<file path="src/hdl/rcfp_pkg.sv">
// rcfp_pkg: shared constants for the resp command frame parser
// result kinds, error codes, protocol characters and limits; no dependencies
`timescale 1ns / 1ps
`default_nettype none

package rcfp_pkg;

  localparam int unsigned ACC_W     = 25;
  localparam int unsigned CNT_W     = 11;
  localparam int unsigned POS_W     = 10;
  localparam int unsigned LEN_W     = 24;
  localparam int unsigned KIND_W    = 2;
  localparam int unsigned CODE_W    = 3;
  localparam int unsigned OUT_DATA_W = 56;

  localparam logic [CNT_W-1:0] MAX_ARGS     = 11'd1024;
  localparam logic [LEN_W-1:0] MAX_BULK_LEN = 24'd16777215;
  localparam logic [ACC_W-1:0] ACC_SAT      = 25'h1FFFFFF;

  localparam logic [CNT_W-1:0] ARG_LIMIT_RST = 11'd1024;
  localparam logic [LEN_W-1:0] LEN_LIMIT_RST = 24'd16777215;

  // configuration register indexes
  localparam logic CFG_ARG_COUNT_LIMIT   = 1'b0;
  localparam logic CFG_BULK_LENGTH_LIMIT = 1'b1;

  // result kinds
  localparam logic [KIND_W-1:0] KIND_PAYLOAD = 2'd0;
  localparam logic [KIND_W-1:0] KIND_ARG_END = 2'd1;
  localparam logic [KIND_W-1:0] KIND_ERROR   = 2'd2;

  // error codes
  localparam logic [CODE_W-1:0] ERR_NO_STAR    = 3'd0;
  localparam logic [CODE_W-1:0] ERR_BAD_COUNT  = 3'd1;
  localparam logic [CODE_W-1:0] ERR_NO_DOLLAR  = 3'd2;
  localparam logic [CODE_W-1:0] ERR_BAD_LENGTH = 3'd3;
  localparam logic [CODE_W-1:0] ERR_NO_TRAILER = 3'd4;

  // protocol characters
  localparam logic [7:0] CH_STAR   = 8'h2A;
  localparam logic [7:0] CH_DOLLAR = 8'h24;
  localparam logic [7:0] CH_ZERO   = 8'h30;
  localparam logic [7:0] CH_NINE   = 8'h39;
  localparam logic [7:0] CH_CR     = 8'h0D;
  localparam logic [7:0] CH_LF     = 8'h0A;

endpackage : rcfp_pkg

`default_nettype wire

</file>
<file path="src/hdl/resp_command_frame_parser_top.sv">
// resp_command_frame_parser_top: byte-wise parser for array-of-bulk-string commands
// single module with one output register; depends on rcfp_pkg
//
// usage:
//   in_*  : one request byte per transaction (in_tdata[7:0])
//   out_* : zero or one result per byte; out_tuser is the kind (payload byte,
//           argument end, protocol error), out_tlast flags the argument end
//           that completes a command, out_tdata carries the other fields
//   cfg_* : write-only limits, written while the block is idle
// latency: a result appears on out_* in the cycle after its byte is taken
// throughput: one byte per cycle while no result is stalled; the whole parse
//   step for a byte is one pass through the phase logic and the x10 digit
//   adder into the result register
// header bytes and framing characters give no result
// stall: while a result waits with out_tready low, in_tready is low; as soon
//   as the result is taken the next byte is accepted in the same cycle
// reset (rst_n low, synchronous): phase returns to expecting '*', counters
//   clear, limits go to 1024 arguments and 16777215 bytes, the error latch
//   clears and the output register empties
// a protocol error is latched; every later byte returns an error result
//   with the same code until reset
`timescale 1ns / 1ps
`default_nettype none

module resp_command_frame_parser_top (
  input  wire logic                             clk,
  input  wire logic                             rst_n,
  // input stream
  input  wire logic                             in_tvalid,
  output logic                                  in_tready,
  input  wire logic [7:0]                       in_tdata,   // [7:0] stream_byte
  // result stream
  output logic                                  out_tvalid,
  input  wire logic                             out_tready,
  // [7:0] payload_byte, [17:8] arg_position, [41:18] arg_length,
  // [52:42] command_args, [55:53] error_code
  output logic [rcfp_pkg::OUT_DATA_W-1:0]       out_tdata,
  output logic [rcfp_pkg::KIND_W-1:0]           out_tuser,  // [1:0] kind
  output logic                                  out_tlast,  // command_done
  // configuration
  input  wire logic                             cfg_we,
  input  wire logic                             cfg_index,
  input  wire logic [rcfp_pkg::LEN_W-1:0]       cfg_wdata
);
  import rcfp_pkg::*;

  localparam logic [3:0] PH_STAR      = 4'd0;
  localparam logic [3:0] PH_CNT_FIRST = 4'd1;
  localparam logic [3:0] PH_CNT_MORE  = 4'd2;
  localparam logic [3:0] PH_CNT_LF    = 4'd3;
  localparam logic [3:0] PH_DOLLAR    = 4'd4;
  localparam logic [3:0] PH_LEN       = 4'd5;
  localparam logic [3:0] PH_LEN_LF    = 4'd6;
  localparam logic [3:0] PH_PAYLOAD   = 4'd7;
  localparam logic [3:0] PH_TAIL_CR   = 4'd8;
  localparam logic [3:0] PH_TAIL_LF   = 4'd9;
  localparam logic [3:0] PH_ERROR     = 4'd10;

  // configuration
  logic [CNT_W-1:0] arg_limit_r;
  logic [LEN_W-1:0] len_limit_r;

  // parse state
  logic [3:0]       phase_r, phase_nxt;
  logic [ACC_W-1:0] acc_r, acc_nxt;
  logic [CNT_W-1:0] count_total_r, count_total_nxt;
  logic [CNT_W-1:0] args_left_r, args_left_nxt;
  logic [POS_W-1:0] arg_counter_r, arg_counter_nxt;
  logic [LEN_W-1:0] payload_left_r, payload_left_nxt;
  logic [LEN_W-1:0] payload_total_r, payload_total_nxt;
  logic [CODE_W-1:0] err_code_r, err_code_nxt;

  // result register
  logic                  out_valid_r;
  logic [KIND_W-1:0]     res_kind_r, res_kind;
  logic [OUT_DATA_W-1:0] res_data_r, res_data;
  logic                  res_last_r;
  logic                  res_valid;

  // combinational helpers
  logic             in_accept;
  logic [7:0]       b;
  logic             is_digit;
  logic [3:0]       digit;
  logic [28:0]      acc_x10;
  logic [ACC_W-1:0] acc_step;
  logic [CNT_W-1:0] cnt_lim;
  logic [LEN_W-1:0] len_lim;
  logic [7:0]       res_byte;
  logic [LEN_W-1:0] res_len;
  logic             res_done;
  logic [CODE_W-1:0] res_code;
  logic             fail;
  logic [CODE_W-1:0] fail_code;

  assign in_tready = ~out_valid_r | out_tready;
  assign in_accept = in_tvalid & in_tready;
  assign b         = in_tdata;

  assign is_digit = (b inside {[CH_ZERO:CH_NINE]});
  assign digit    = 4'(b - CH_ZERO);
  // acc * 10 + digit, saturating
  assign acc_x10  = ({4'b0, acc_r} << 3) + ({4'b0, acc_r} << 1) + {25'b0, digit};
  assign acc_step = (acc_x10 > {4'b0, ACC_SAT}) ? ACC_SAT : acc_x10[ACC_W-1:0];

  assign cnt_lim = (arg_limit_r < MAX_ARGS) ? arg_limit_r : MAX_ARGS;
  assign len_lim = (len_limit_r < MAX_BULK_LEN) ? len_limit_r : MAX_BULK_LEN;

  always_comb begin
    phase_nxt         = phase_r;
    acc_nxt           = acc_r;
    count_total_nxt   = count_total_r;
    args_left_nxt     = args_left_r;
    arg_counter_nxt   = arg_counter_r;
    payload_left_nxt  = payload_left_r;
    payload_total_nxt = payload_total_r;
    err_code_nxt      = err_code_r;
    res_valid         = 1'b0;
    res_kind          = KIND_PAYLOAD;
    res_byte          = 8'd0;
    res_len           = '0;
    res_done          = 1'b0;
    res_code          = '0;
    fail              = 1'b0;
    fail_code         = err_code_r;

    case (phase_r)
      PH_STAR: begin
        if (b != CH_STAR) begin
          fail      = 1'b1;
          fail_code = ERR_NO_STAR;
        end else begin
          count_total_nxt = '0;
          arg_counter_nxt = '0;
          acc_nxt         = '0;
          phase_nxt       = PH_CNT_FIRST;
        end
      end
      PH_CNT_FIRST, PH_CNT_MORE: begin
        if (is_digit) begin
          acc_nxt   = acc_step;
          phase_nxt = PH_CNT_MORE;
        end else if (b == CH_CR && phase_r == PH_CNT_MORE && acc_r != '0 &&
                     acc_r <= {14'b0, cnt_lim}) begin
          phase_nxt = PH_CNT_LF;
        end else begin
          fail      = 1'b1;
          fail_code = ERR_BAD_COUNT;
        end
      end
      PH_CNT_LF: begin
        if (b != CH_LF) begin
          fail      = 1'b1;
          fail_code = ERR_BAD_COUNT;
        end else begin
          // count already checked against the limit, so it fits
          count_total_nxt = acc_r[CNT_W-1:0];
          args_left_nxt   = acc_r[CNT_W-1:0];
          arg_counter_nxt = '0;
          phase_nxt       = PH_DOLLAR;
        end
      end
      PH_DOLLAR: begin
        if (b != CH_DOLLAR) begin
          fail      = 1'b1;
          fail_code = ERR_NO_DOLLAR;
        end else begin
          acc_nxt   = '0;
          phase_nxt = PH_LEN;
        end
      end
      PH_LEN: begin
        if (is_digit) begin
          acc_nxt = acc_step;
        end else if (b == CH_CR && acc_r <= {1'b0, len_lim}) begin
          phase_nxt = PH_LEN_LF;
        end else begin
          fail      = 1'b1;
          fail_code = ERR_BAD_LENGTH;
        end
      end
      PH_LEN_LF: begin
        if (b != CH_LF) begin
          fail      = 1'b1;
          fail_code = ERR_BAD_LENGTH;
        end else begin
          payload_total_nxt = acc_r[LEN_W-1:0];
          payload_left_nxt  = acc_r[LEN_W-1:0];
          phase_nxt = (acc_r == '0) ? PH_TAIL_CR : PH_PAYLOAD;
        end
      end
      PH_PAYLOAD: begin
        res_valid        = 1'b1;
        res_kind         = KIND_PAYLOAD;
        res_byte         = b;
        payload_left_nxt = payload_left_r - 24'd1;
        if (payload_left_r == 24'd1) begin
          phase_nxt = PH_TAIL_CR;
        end
      end
      PH_TAIL_CR: begin
        if (b != CH_CR) begin
          fail      = 1'b1;
          fail_code = ERR_NO_TRAILER;
        end else begin
          phase_nxt = PH_TAIL_LF;
        end
      end
      PH_TAIL_LF: begin
        if (b != CH_LF) begin
          fail      = 1'b1;
          fail_code = ERR_NO_TRAILER;
        end else begin
          res_valid = 1'b1;
          res_kind  = KIND_ARG_END;
          res_len   = payload_total_r;
          res_done  = (args_left_r <= 11'd1);
          if (res_done) begin
            args_left_nxt   = '0;
            arg_counter_nxt = '0;
            count_total_nxt = '0;
            phase_nxt       = PH_STAR;
          end else begin
            args_left_nxt   = args_left_r - 11'd1;
            arg_counter_nxt = arg_counter_r + 10'd1;
            phase_nxt       = PH_DOLLAR;
          end
        end
      end
      default: begin
        // sticky error: repeat the latched code
        fail      = 1'b1;
        fail_code = err_code_r;
      end
    endcase

    if (fail) begin
      phase_nxt    = PH_ERROR;
      err_code_nxt = fail_code;
      res_valid    = 1'b1;
      res_kind     = KIND_ERROR;
      res_code     = fail_code;
    end
  end

  // fields come from the state before this byte's update
  assign res_data = {res_code, count_total_r, res_len, arg_counter_r, res_byte};

  always_ff @(posedge clk) begin
    if (!rst_n) begin
      arg_limit_r <= ARG_LIMIT_RST;
      len_limit_r <= LEN_LIMIT_RST;
    end else if (cfg_we) begin
      if (cfg_index == CFG_ARG_COUNT_LIMIT) begin
        arg_limit_r <= cfg_wdata[CNT_W-1:0];
      end else begin
        len_limit_r <= cfg_wdata;
      end
    end
  end

  always_ff @(posedge clk) begin
    if (!rst_n) begin
      phase_r         <= PH_STAR;
      acc_r           <= '0;
      count_total_r   <= '0;
      args_left_r     <= '0;
      arg_counter_r   <= '0;
      payload_left_r  <= '0;
      payload_total_r <= '0;
      err_code_r      <= '0;
    end else if (in_accept) begin
      phase_r         <= phase_nxt;
      acc_r           <= acc_nxt;
      count_total_r   <= count_total_nxt;
      args_left_r     <= args_left_nxt;
      arg_counter_r   <= arg_counter_nxt;
      payload_left_r  <= payload_left_nxt;
      payload_total_r <= payload_total_nxt;
      err_code_r      <= err_code_nxt;
    end
  end

  always_ff @(posedge clk) begin
    if (!rst_n) begin
      out_valid_r <= 1'b0;
    end else if (in_tready) begin
      out_valid_r <= in_accept & res_valid;
    end
  end

  always_ff @(posedge clk) begin
    if (in_accept && res_valid) begin
      res_kind_r <= res_kind;
      res_data_r <= res_data;
      res_last_r <= res_done;
    end
  end

  assign out_tvalid = out_valid_r;
  assign out_tdata  = res_data_r;
  assign out_tuser  = res_kind_r;
  assign out_tlast  = res_last_r;

  // error latch never clears outside reset
  a_err_sticky: assert property (@(posedge clk) disable iff (!rst_n)
    phase_r == PH_ERROR |=> phase_r == PH_ERROR)
    else $error("parser left the error phase without reset");

  // a payload phase always has bytes left to take
  a_payload_left: assert property (@(posedge clk) disable iff (!rst_n)
    phase_r == PH_PAYLOAD |-> payload_left_r != '0)
    else $error("payload phase with zero bytes left");

  // only error transactions carry a nonzero code
  a_code_only_err: assert property (@(posedge clk) disable iff (!rst_n)
    (out_valid_r && res_kind_r != KIND_ERROR) |-> res_data_r[55:53] == '0)
    else $error("error code on a non-error transaction");

  // input only stalls behind a waiting result
  a_stall_cause: assert property (@(posedge clk) disable iff (!rst_n)
    !in_tready |-> (out_valid_r && !out_tready))
    else $error("input stalled without a pending result");

endmodule : resp_command_frame_parser_top

`default_nettype wire
</file>
<file path="config.mk">
export PLATFORM = sky130hd
export DESIGN_NAME = resp_command_frame_parser_top
export DESIGN_NICKNAME = d
export VERILOG_FILES = /design/src/hdl/rcfp_pkg.sv /design/src/hdl/resp_command_frame_parser_top.sv
export SDC_FILE = /design/constraint.sdc
export NUM_CORES = 1
export LEC_CHECK = 0
export BUFFER_PORTS_ARGS = -buffer_cell sky130_fd_sc_hd__clkbuf_2
export CORE_MARGIN = 4
export CORE_UTILIZATION = 45
export DETAILED_ROUTE_END_ITERATION = 10
export PLACE_DENSITY_LB_ADDON = 0.2
export SLEW_MARGIN = 20
export SYNTH_ARGS = -nofsm -noshare
export SYNTH_HDL_FRONTEND = slang
export SYNTH_SLANG_ARGS = --single-unit
</file>
<file path="constraint.sdc">
create_clock -name clk -period 6.2 [get_ports clk]
set_input_delay 1.24 -clock clk [delete_from_list [all_inputs] [get_ports clk]]
set_output_delay 1.24 -clock clk [all_outputs]
set_load 0.01 [all_outputs]
</file>
# Yosys cells after proc, flatten, opt, wreduce, memory -nomap -nowiden
# Index checks and enable logic that the tools add are counted.
# Widths: inputs -> output; s select.
# word_totals
out_inout_bits	61
wordCells	161
inputBits	38
reg_bits	207
# op_classes
n_mux	61
eq_ne	32
magnitude_cmp	8
add_sub_neg	6
bitwise	7
reduce_logical	29
# ops
op	n
$mux 25	4
$mux 11	7
$pmux 25 s3	1
$mux 4	13
$mux 24	2
$pmux 24 s2	1
$mux 10	4
$pmux 4 s9	1
$mux 3	11
$pmux 11 s3	1
$pmux 10 s3	1
$add 28x26->29	1
$add 29x4->29	1
$gt 29x25->1 const B	1
$ne 3x3->1 const B	9
$le 25x11->1	1
$le 25x24->1	1
$logic_not 25->1	1
$reduce_bool 25->1	1
$eq 24x1->1 const B	1
$lt 24x24->1 const B	1
$pmux 3 s8	1
$sub 24x1->24 const B	1
$pmux 11 s2	1
36 further kinds	76

# Logic depth before layout (Yosys ltp)
# Gate-level depths: netlist of run 1.
# depth
word_depth	9
depth_mapped	13
ltp_nobuf	12

# Worst setup path before layout of run 1
# OpenSTA, ideal clock, no wires.
# synth_timing
path_kind	input -> register
from	input port in_tdata[7]
to	register res_data_r[0], in the netlist out_tdata[0], enable pin
stages	6
required_time_ns	5.705
slack_ns	0.616
arrival_ns	5.089
n_path_buf	0
setup_time_ns	0.495
cell_sequence	nor4_2 -> and4bb_4 -> o311ai_0 -> a21oi_1 -> o211a_4 -> a21oi_1
# synth_between
elab_chain_cells	9
elab_cells_between_ends	25
cone_classes	2 x order compare; 5 x eq/ne; 12 x mux; 6 x reduce/logical
# synth_lines
element	line_no	source
start, declared	resp_command_frame_parser_top.sv:31	input wire logic [7:0] in_tdata,
branches (longest 7 deep; another with $ge 8x6->1)	--	
$mux 1 *	resp_command_frame_parser_top.sv:237	if (fail) begin
$logic_and 1x1->1 *	resp_command_frame_parser_top.sv:293	if (in_accept && res_valid) begin
end signal, assigned	resp_command_frame_parser_top.sv:295	res_data_r <= res_data;
end, declared	resp_command_frame_parser_top.sv:76	logic [OUT_DATA_W-1:0] res_data_r, res_data;
# Every way passes the cells marked *.
# A chain may end at the register's enable or synchronous reset.

# Worst setup path in the final report of run 1
# layout_timing
from	input port in_tdata[3]
to	register acc_r[9]
# layout_between
elab_chain_cells	6
elab_cells_between_ends	15
cone_classes	2 x add/sub; 3 x order compare; 5 x eq/ne; 3 x mux; 2 x reduce/logical
# layout_lines
element	line_no	source
$sub 4x1->4	resp_command_frame_parser_top.sv:101	assign digit = 4'(b - CH_ZERO);
$add 29x4->29	resp_command_frame_parser_top.sv:103	assign acc_x10 = ({4'b0, acc_r} << 3) + ({4'b0, acc_r} << 1) + {25'b0, digit};
$gt 29x25->1	resp_command_frame_parser_top.sv:104	assign acc_step = (acc_x10 > {4'b0, ACC_SAT}) ? ACC_SAT : acc_x10[ACC_W-1:0];
$mux 25	resp_command_frame_parser_top.sv:104	
$mux 25	resp_command_frame_parser_top.sv:140, resp_command_frame_parser_top.sv:173	
$pmux 25 s3	resp_command_frame_parser_top.sv:127	case (phase_r)
end signal, assigned	resp_command_frame_parser_top.sv:274	acc_r <= acc_nxt;
end, declared	resp_command_frame_parser_top.sv:65	logic [ACC_W-1:0] acc_r, acc_nxt;
# Parallel ways exist; a longest one is shown, timed or not. The select of a mux whose other input is x is not followed.

==> run metrics, run 1 <==
outcome finished, final reports clean; chip width approximately 170 um; clock skew 0.00875 ns; height of the die ~170 um; #FFs+latches synth a little over 200; per-cell routed wire length 17.8 um; CP Capture Type register; fraction of the yosys area taken by sequential cells 0.413; Syn Std Cell Area 11500 sq um; Synth-to-Final Area Change 14.7%; Rel. slew slack 0.271; Distinct cells, synth 74; via count just over 10000; Leakage between 5 and 6 nW; Post-synth ARST share 0; Clock Pin Slew Worst Setup and Hold Paths about 0.06 ns; cell area power density 289 nW/um^2; vias per cell between 5 and 6; minimum clock period about 4.1 ns; HP Class register to register; # diodes 0; final worst path period share 0.666; Seq pwr share 0.434; total core area ~25000 sq um; fraction of layout cells with a size suffix above 1 0.130; Post-CTS Resized 0; Peak Freq 0.242 GHz; post-synth top area cell dfxtp_1; design area 13200 sq um; CP required 6.59 ns; Setup Fix Bufs, Post-CTS 0; Placed Cells 1726; clock sinks about 210; Worst Tran Pin Value 1.09 ns; share of the synthesized area in the top cell type 0.258; Detailed Place HPWL 21.6 mm; main flop type after synthesis dfxtp_1; Root Driver clkbuf_16; r2r endpoint acc_r[9]; DRC errors left 0; worst-skew pair later-pin latency roughly 0.52 ns; vias in the first global route 9646; Critical Path Source Type input pin; first-pass GRT wire length 50.7 mm; number of DRC markers in iteration 0 1025; Cells on Worst Hold Path 0; Starting Density 0.457; Mean Syn Cell Area 8.49 sq um; Switch Pwr 1.07 mW; gpl congestion 0.900; PortBufs 98; CTS Hold Bufs 0; CP Data Arrival Time 4.52 ns; final cell count without fillers 1769; number of synthesized flops with an enable pin 59; Overall Global Routing Usage 0.217; Pint 2.74 mW; DR pass1 iterations 6; fin. max-slew vios 0; Post-synth top cells nand2_1, a21oi_1, dfxtp_1, nor2_1, ha_1; Num CTS Buffers 23; post-route ant nets 0; Cells after Synth approximately 1400; # Max-Cap Violations 0; Worst Min Path Start count_total_r[7]; Critical R2R Launch acc_r[8]; sw frac 0.280; CP Class input pin to register; Cell Area, Placed 12300 sq um; R2R depth 11; gr ovfl total 0; die area 28100 sq um; post-synthesis net count 1479; Worst R2R Setup Slack 2.23 ns; I/O pin count 99; total number of yosys warnings 0; Worst Path Max Fanout 13; RSZ-0062 raised after global routing no; most instantiated library cell after synthesis nand2_1; Final TNS setup 0 ns; FP Rows 58; CTS H-tree lvls 1; final hold violation count 0; CTS max path bufs 3; Pwr Total about 3.8 mW; combinational cell fraction of total power 0.161; final net count 1551; WHS Endpoint out_tdata[49]; main area contributors after synthesis dfxtp_1, edfxtp_1, ha_1, nand2_1, a21oi_1; clock power share 0.404; initial antenna violation count 0; largest net degree at the start of global routing 60; VDD IR max 212 uV; Routed WL 31.4 mm; CTS tree built; Setup Viol. Count Final 0
cells in the final DEF (no fill, tap or decap), types with 18 or more instances in the layout:
cell type / Yosys / final
nand3_1: 36 / 36
a21oi_1: 150 / 149
buf_4: 0 / 19
dfxtp_1: 148 / 148
and3_1: 30 / 30
nand2_1: 212 / 212
nand4_1: 28 / 28
nor2_1: 100 / 99
ha_1: 89 / 89
a211oi_1: 23 / 22
o21ai_0: 84 / 84
inv_1: 44 / 43
nor3_1: 22 / 21
clkbuf_16: 0 / 25
edfxtp_1: 59 / 59
o211ai_1: 32 / 32
xor2_1: 18 / 18
clkbuf_2: 0 / 98
kinds of logic (layout without fill, tap and decap cells):
kind of cell	after synthesis	in the layout	share of synthesized area
AND/OR/NAND/NOR	523	523	0.220
AO/OA/AOI/OAI	377	377	0.201
flip-flops	207	207	0.413
buffers and inverters	116	205	0.0384
adder cells (fa/ha/maj)	92	92	0.101
XOR/XNOR	33	33	0.0252
multiplexers	2	2	0.00175
state kept, by name (all words and copies together) (netlist names):
name / count
phase_r: 4
out_tdata: 56
count_total_r: 11
arg_counter_r: 10
acc_r: 25
len_limit_r: 24
err_code_r: 3
out_tlast: 1
args_left_r: 11
payload_left_r: 24
payload_total_r: 24
arg_limit_r: 11
out_tvalid: 1
out_tuser: 2
critical path: stages:
cell and delay, ns:
clkbuf_2 0.15, fa_1 0.58, inv_1 0.07, fa_1 0.43
nand2b_1 0.19, a21oi_1 0.23, o2111ai_1 0.19, nand3_1 0.21
or3_1 0.13, nand4_1 0.43, buf_4 0.37, o21ai_0 0.18
a21oi_1 0.09
power groups by stage:
stage	logic (mW)	registers, mW	clock network [mW]
final	0.614	1.65	1.54
after detailed placement	0.609	1.69	0
after CTS	0.611	1.66	1.56
after global routing	0.668	1.68	1.62
after floorplan	0.331	1.73	0
after global placement	0.606	1.68	0
layout make-up:
| class | instances | area [sq um] |
|---|---|---|
| clock inverter | 15 | 221 |
| fill | 2395 | 12000 |
| timing repair buffer | 118 | 648 |
| inverter | 45 | 171 |
| multi-input combinational | 1027 | 6320 |
| sequential | 207 | 4730 |
| tap | 330 | 413 |
| clock buffer | 27 | 643 |
metrics by stage:
step / setup WS, ns / util / hold slack (ns)
floorplan: 0.616 / - / 0.408
global placement: 1.61 / 0.489 / 0.419
detailed placement: 1.56 / 0.489 / 0.420
CTS: 2.08 / 0.523 / 0.435
global route: 1.79 / 0.524 / 0.448
finish: 2.07 / 0.524 / 0.432
worst max path at each step:
stage | from | end | slack (ns) | cells after the start
final | in_tdata[3] | acc_r[9] | 2.07 | 13
after global routing | in_tdata[3] | acc_r[5] | 1.79 | 13
after CTS | in_tdata[3] | acc_r[9] | 2.08 | 13
after detailed placement | in_tdata[3] | acc_r[9] | 1.56 | 13
after global placement | in_tdata[3] | acc_r[14] | 1.61 | 13
after floorplan | in_tdata[7] | out_tdata[0] | 0.62 | 6
layer usage:
metal  GRT usage  share of wire
met1       0.295           0.45
met2       0.348           0.45
met5           0              0
met4      0.0836          0.037
met3      0.0333          0.067
(Power assumes the default switching activity.)
==> inputs of run 2 (changes only) <==
--- a/config.mk
+++ b/config.mk
@@ -5,6 +5,7 @@
 export SDC_FILE = /design/constraint.sdc
 export NUM_CORES = 1
 export LEC_CHECK = 0
+export ABC_AREA = 1
 export BUFFER_PORTS_ARGS = -buffer_cell sky130_fd_sc_hd__clkbuf_2
 export CORE_MARGIN = 4
 export CORE_UTILIZATION = 45
==> constraint.sdc (replaced) <==
create_clock -name clk -period 3.34 [get_ports clk]
set_input_delay 0.668 -clock clk [delete_from_list [all_inputs] [get_ports clk]]
set_output_delay 0.668 -clock clk [all_outputs]
set_load 0.01 [all_outputs]
==> run metrics, run 2 <==
fill count 2560; Synth-to-Final Area Change 16.1%; gpl congestion 0.955; vias in the first global route 10323; final net count 1832; most instantiated library cell after synthesis nand2_1; Worst Tran Pin Value 0.842 ns; register area around 4700 sq um; # Max-Cap Violations 0; number of synthesized flops with an enable pin 59; minimum clock period approximately 3.1 ns; die area roughly 29000 sq um; Starting Density 0.459; Multi-input gate area about 6300 sq um; final worst path period share 0.942; post-route ant nets 0; most frequent cells in the layout nand2_1, inv_1, nor2_1, a21oi_1, dfxtp_1; Distinct cells, synth 54; Pint approximately 4.7 mW; Clock Pin Slew Worst Setup and Hold Paths 0.06 ns; sw frac 0.266; Num CTS Buffers 25; Layout Utilization 0.533; CTS tree built; mux cell area share after synthesis 0; design area between 10000 and 15000 sq um; Detailed Place HPWL 24.5 mm; leading cell type in the layout, fill and taps excluded nand2_1; main combinational cell family by area after synthesis simple AND/OR/NAND/NOR gates; main area contributors after synthesis dfxtp_1, edfxtp_1, nand2_1, ha_1, a21oi_1; Critical Path Source Type register; Synth Area in XOR/XNOR 0.0307; height of the die 171 um; Root Driver clkbuf_16; Overall Global Routing Usage 0.222; Leakage 6.53 nW; PortBufs 98; cell area power density 457 nW/um^2; clock power share 0.422; total number of yosys warnings 0; # diodes 0; Post-synth top cells nand2_1, inv_1, nor2_1, dfxtp_1, a21oi_1; post-synthesis net count 1704; CTS H-tree lvls 1; Worst Path Max Fanout 58; CP Class register to register; worst-skew pair later-pin latency 0.51 ns; fraction of layout cells with a size suffix above 1 0.146; CP Capture Type register; main flop type after synthesis dfxtp_1; Switch Pwr 1.70 mW; fin. max-slew vios 0; DRC errors left 0; post-synthesis compound-gate area fraction 0.153; Peak Freq 0.318 GHz; first-pass GRT wire length 53.3 mm; Seq pwr share 0.448; Rel. slew slack 0.438; Routed WL 33.0 mm; combinational cell fraction of total power 0.130; HP Class input pin to register; RSZ-0062 raised after global routing no; #FFs+latches synth 207; Post-Synth Simple-Gate Area 0.241; number of DRC markers in iteration 0 857; outcome finished, final reports clean; I/O pin count 99; per-cell routed wire length ~16 um; initial antenna violation count 1; CP required 3.57 ns; fraction of the yosys area taken by sequential cells 0.395; total core area between 20000 and 30000 sq um; Mean Syn Cell Area 7.61 sq um; FP Rows 59; DR pass1 iterations 6; max reg flops 56; Syn Std Cell Area 12000 sq um; clock skew 0.0123 ns; VDD IR max 314 uV; Cells after Synth ~1600; gr ovfl total 0; CTS max path bufs 3; Cell Area, Placed around 13000 sq um; final hold violation count 0; Post-synth ARST share 0; chip width approximately 170 um; CP Data Arrival Time 3.37 ns; post-synth top area cell dfxtp_1; synthesized-area fraction occupied by adder cells 0.0962; clock sinks 207; via count approximately 11000; vias per cell 5.34; Setup Viol. Count Final 0; largest net degree at the start of global routing 85; share of the synthesized area in the top cell type 0.247
-- run 2: cell types whose count changed after synthesis, moves of 15 or more --
| cell | previous run | this run |
|---|---|---|
| inv_1 | 44 | 183 |
| nand2_1 | 212 | 314 |
| nor2_1 | 100 | 171 |
| nand3_1 | 36 | 80 |
| clkbuf_1 | 66 | 31 |
| and3_1 | 30 | 1 |
| inv_2 | 0 | 20 |
| a211oi_1 | 23 | 6 |
| and2_1 | 15 | 0 |
| nor2b_1 | 15 | 0 |
-- run 2: per-stage QoR --
step                std cells  TNS, ns  worst slack, ns  power [mW]  hold WS [ns]
global route             2056        0          0.00108        6.65         0.364
global placement         2005   -0.334          -0.0380        3.73         0.417
floorplan                1575        0           0.0401        3.43         0.409
CTS                      2050        0           0.0968        6.43         0.352
detailed placement       2005    -1.73           -0.113        3.74         0.418
finish                   2056        0            0.193        6.37         0.373
-- run 2: critical path, stage by stage, from the launching register on --
cell	delay, ns
dfxtp_1	0.33
clkinvlp_4	0.14
buf_4	0.14
nand2_1	0.05
ha_1	0.27
nand2_1	0.07
nor2_1	0.21
nand2_1	0.08
nor3_1	0.22
nand2_1	0.10
nand2_1	0.08
nand2_1	0.12
a21oi_1	0.15
nand2_1	0.16
inv_2	0.09
nand3_1	0.06
nand2_1	0.19
clkinvlp_4	0.15
buf_12	0.22
-- run 2: area by class of cell --
class,instances,area share
multi-input combinational,1116,0.450
clock buffer,30,0.0463
inverter,205,0.0558
sequential,207,0.340
tap,335,0.0301
clock inverter,15,0.0120
timing repair buffer,148,0.0658
-- run 2: worst paths after layout --
| check | from | end | slack [ns] | depth (start not counted) |
|---|---|---|---|---|
| worst max-delay path | arg_limit_r[10] | out_tdata[29] | 0.19 | 18 |
| worst min-delay path | cfg_wdata[13] | len_limit_r[13] | 0.37 | 3 |
| worst max register to register | arg_limit_r[10] | out_tdata[29] | 0.19 | 18 |
| worst min register to register | count_total_r[9] | out_tdata[51] | 0.43 | 0 |
-- run 2: power groups by stage --
stage          registers, mW  clock network [mW]  logic (mW)
4_1_cts                 2.86                2.74       0.828
2_1_floorplan           2.97                   0       0.468
5_1_grt                 2.87                2.86       0.922
3_3_place_gp            2.91                   0       0.819
3_5_place_dp            2.91                   0       0.826
6_report                2.86                2.69       0.825
-- run 2: metal layers --
metal,up-vias,wire (um),GRT usage
li1,5539,-,-
met1,5058,14900,0.309
met2,319,15200,0.365
met3,56,2140,0.0319
met4,2,794,0.0565
met5,-,13,0
-- run 2: kinds of logic after synthesis --
| logic type | after synthesis |
|---|---|
| XOR/XNOR | 42 |
| buffers and inverters | 253 |
| AND/OR/NAND/NOR | 660 |
| flip-flops | 207 |
| adder cells (fa/ha/maj) | 91 |
| AO/OA/AOI/OAI | 322 |
-- run 2: repair_timing --
item	4_1_cts	5_1_grt
hold buffers	0	0
resized for setup	0	6
buffers inserted	0	5
endpoints found under the setup margin	0	83
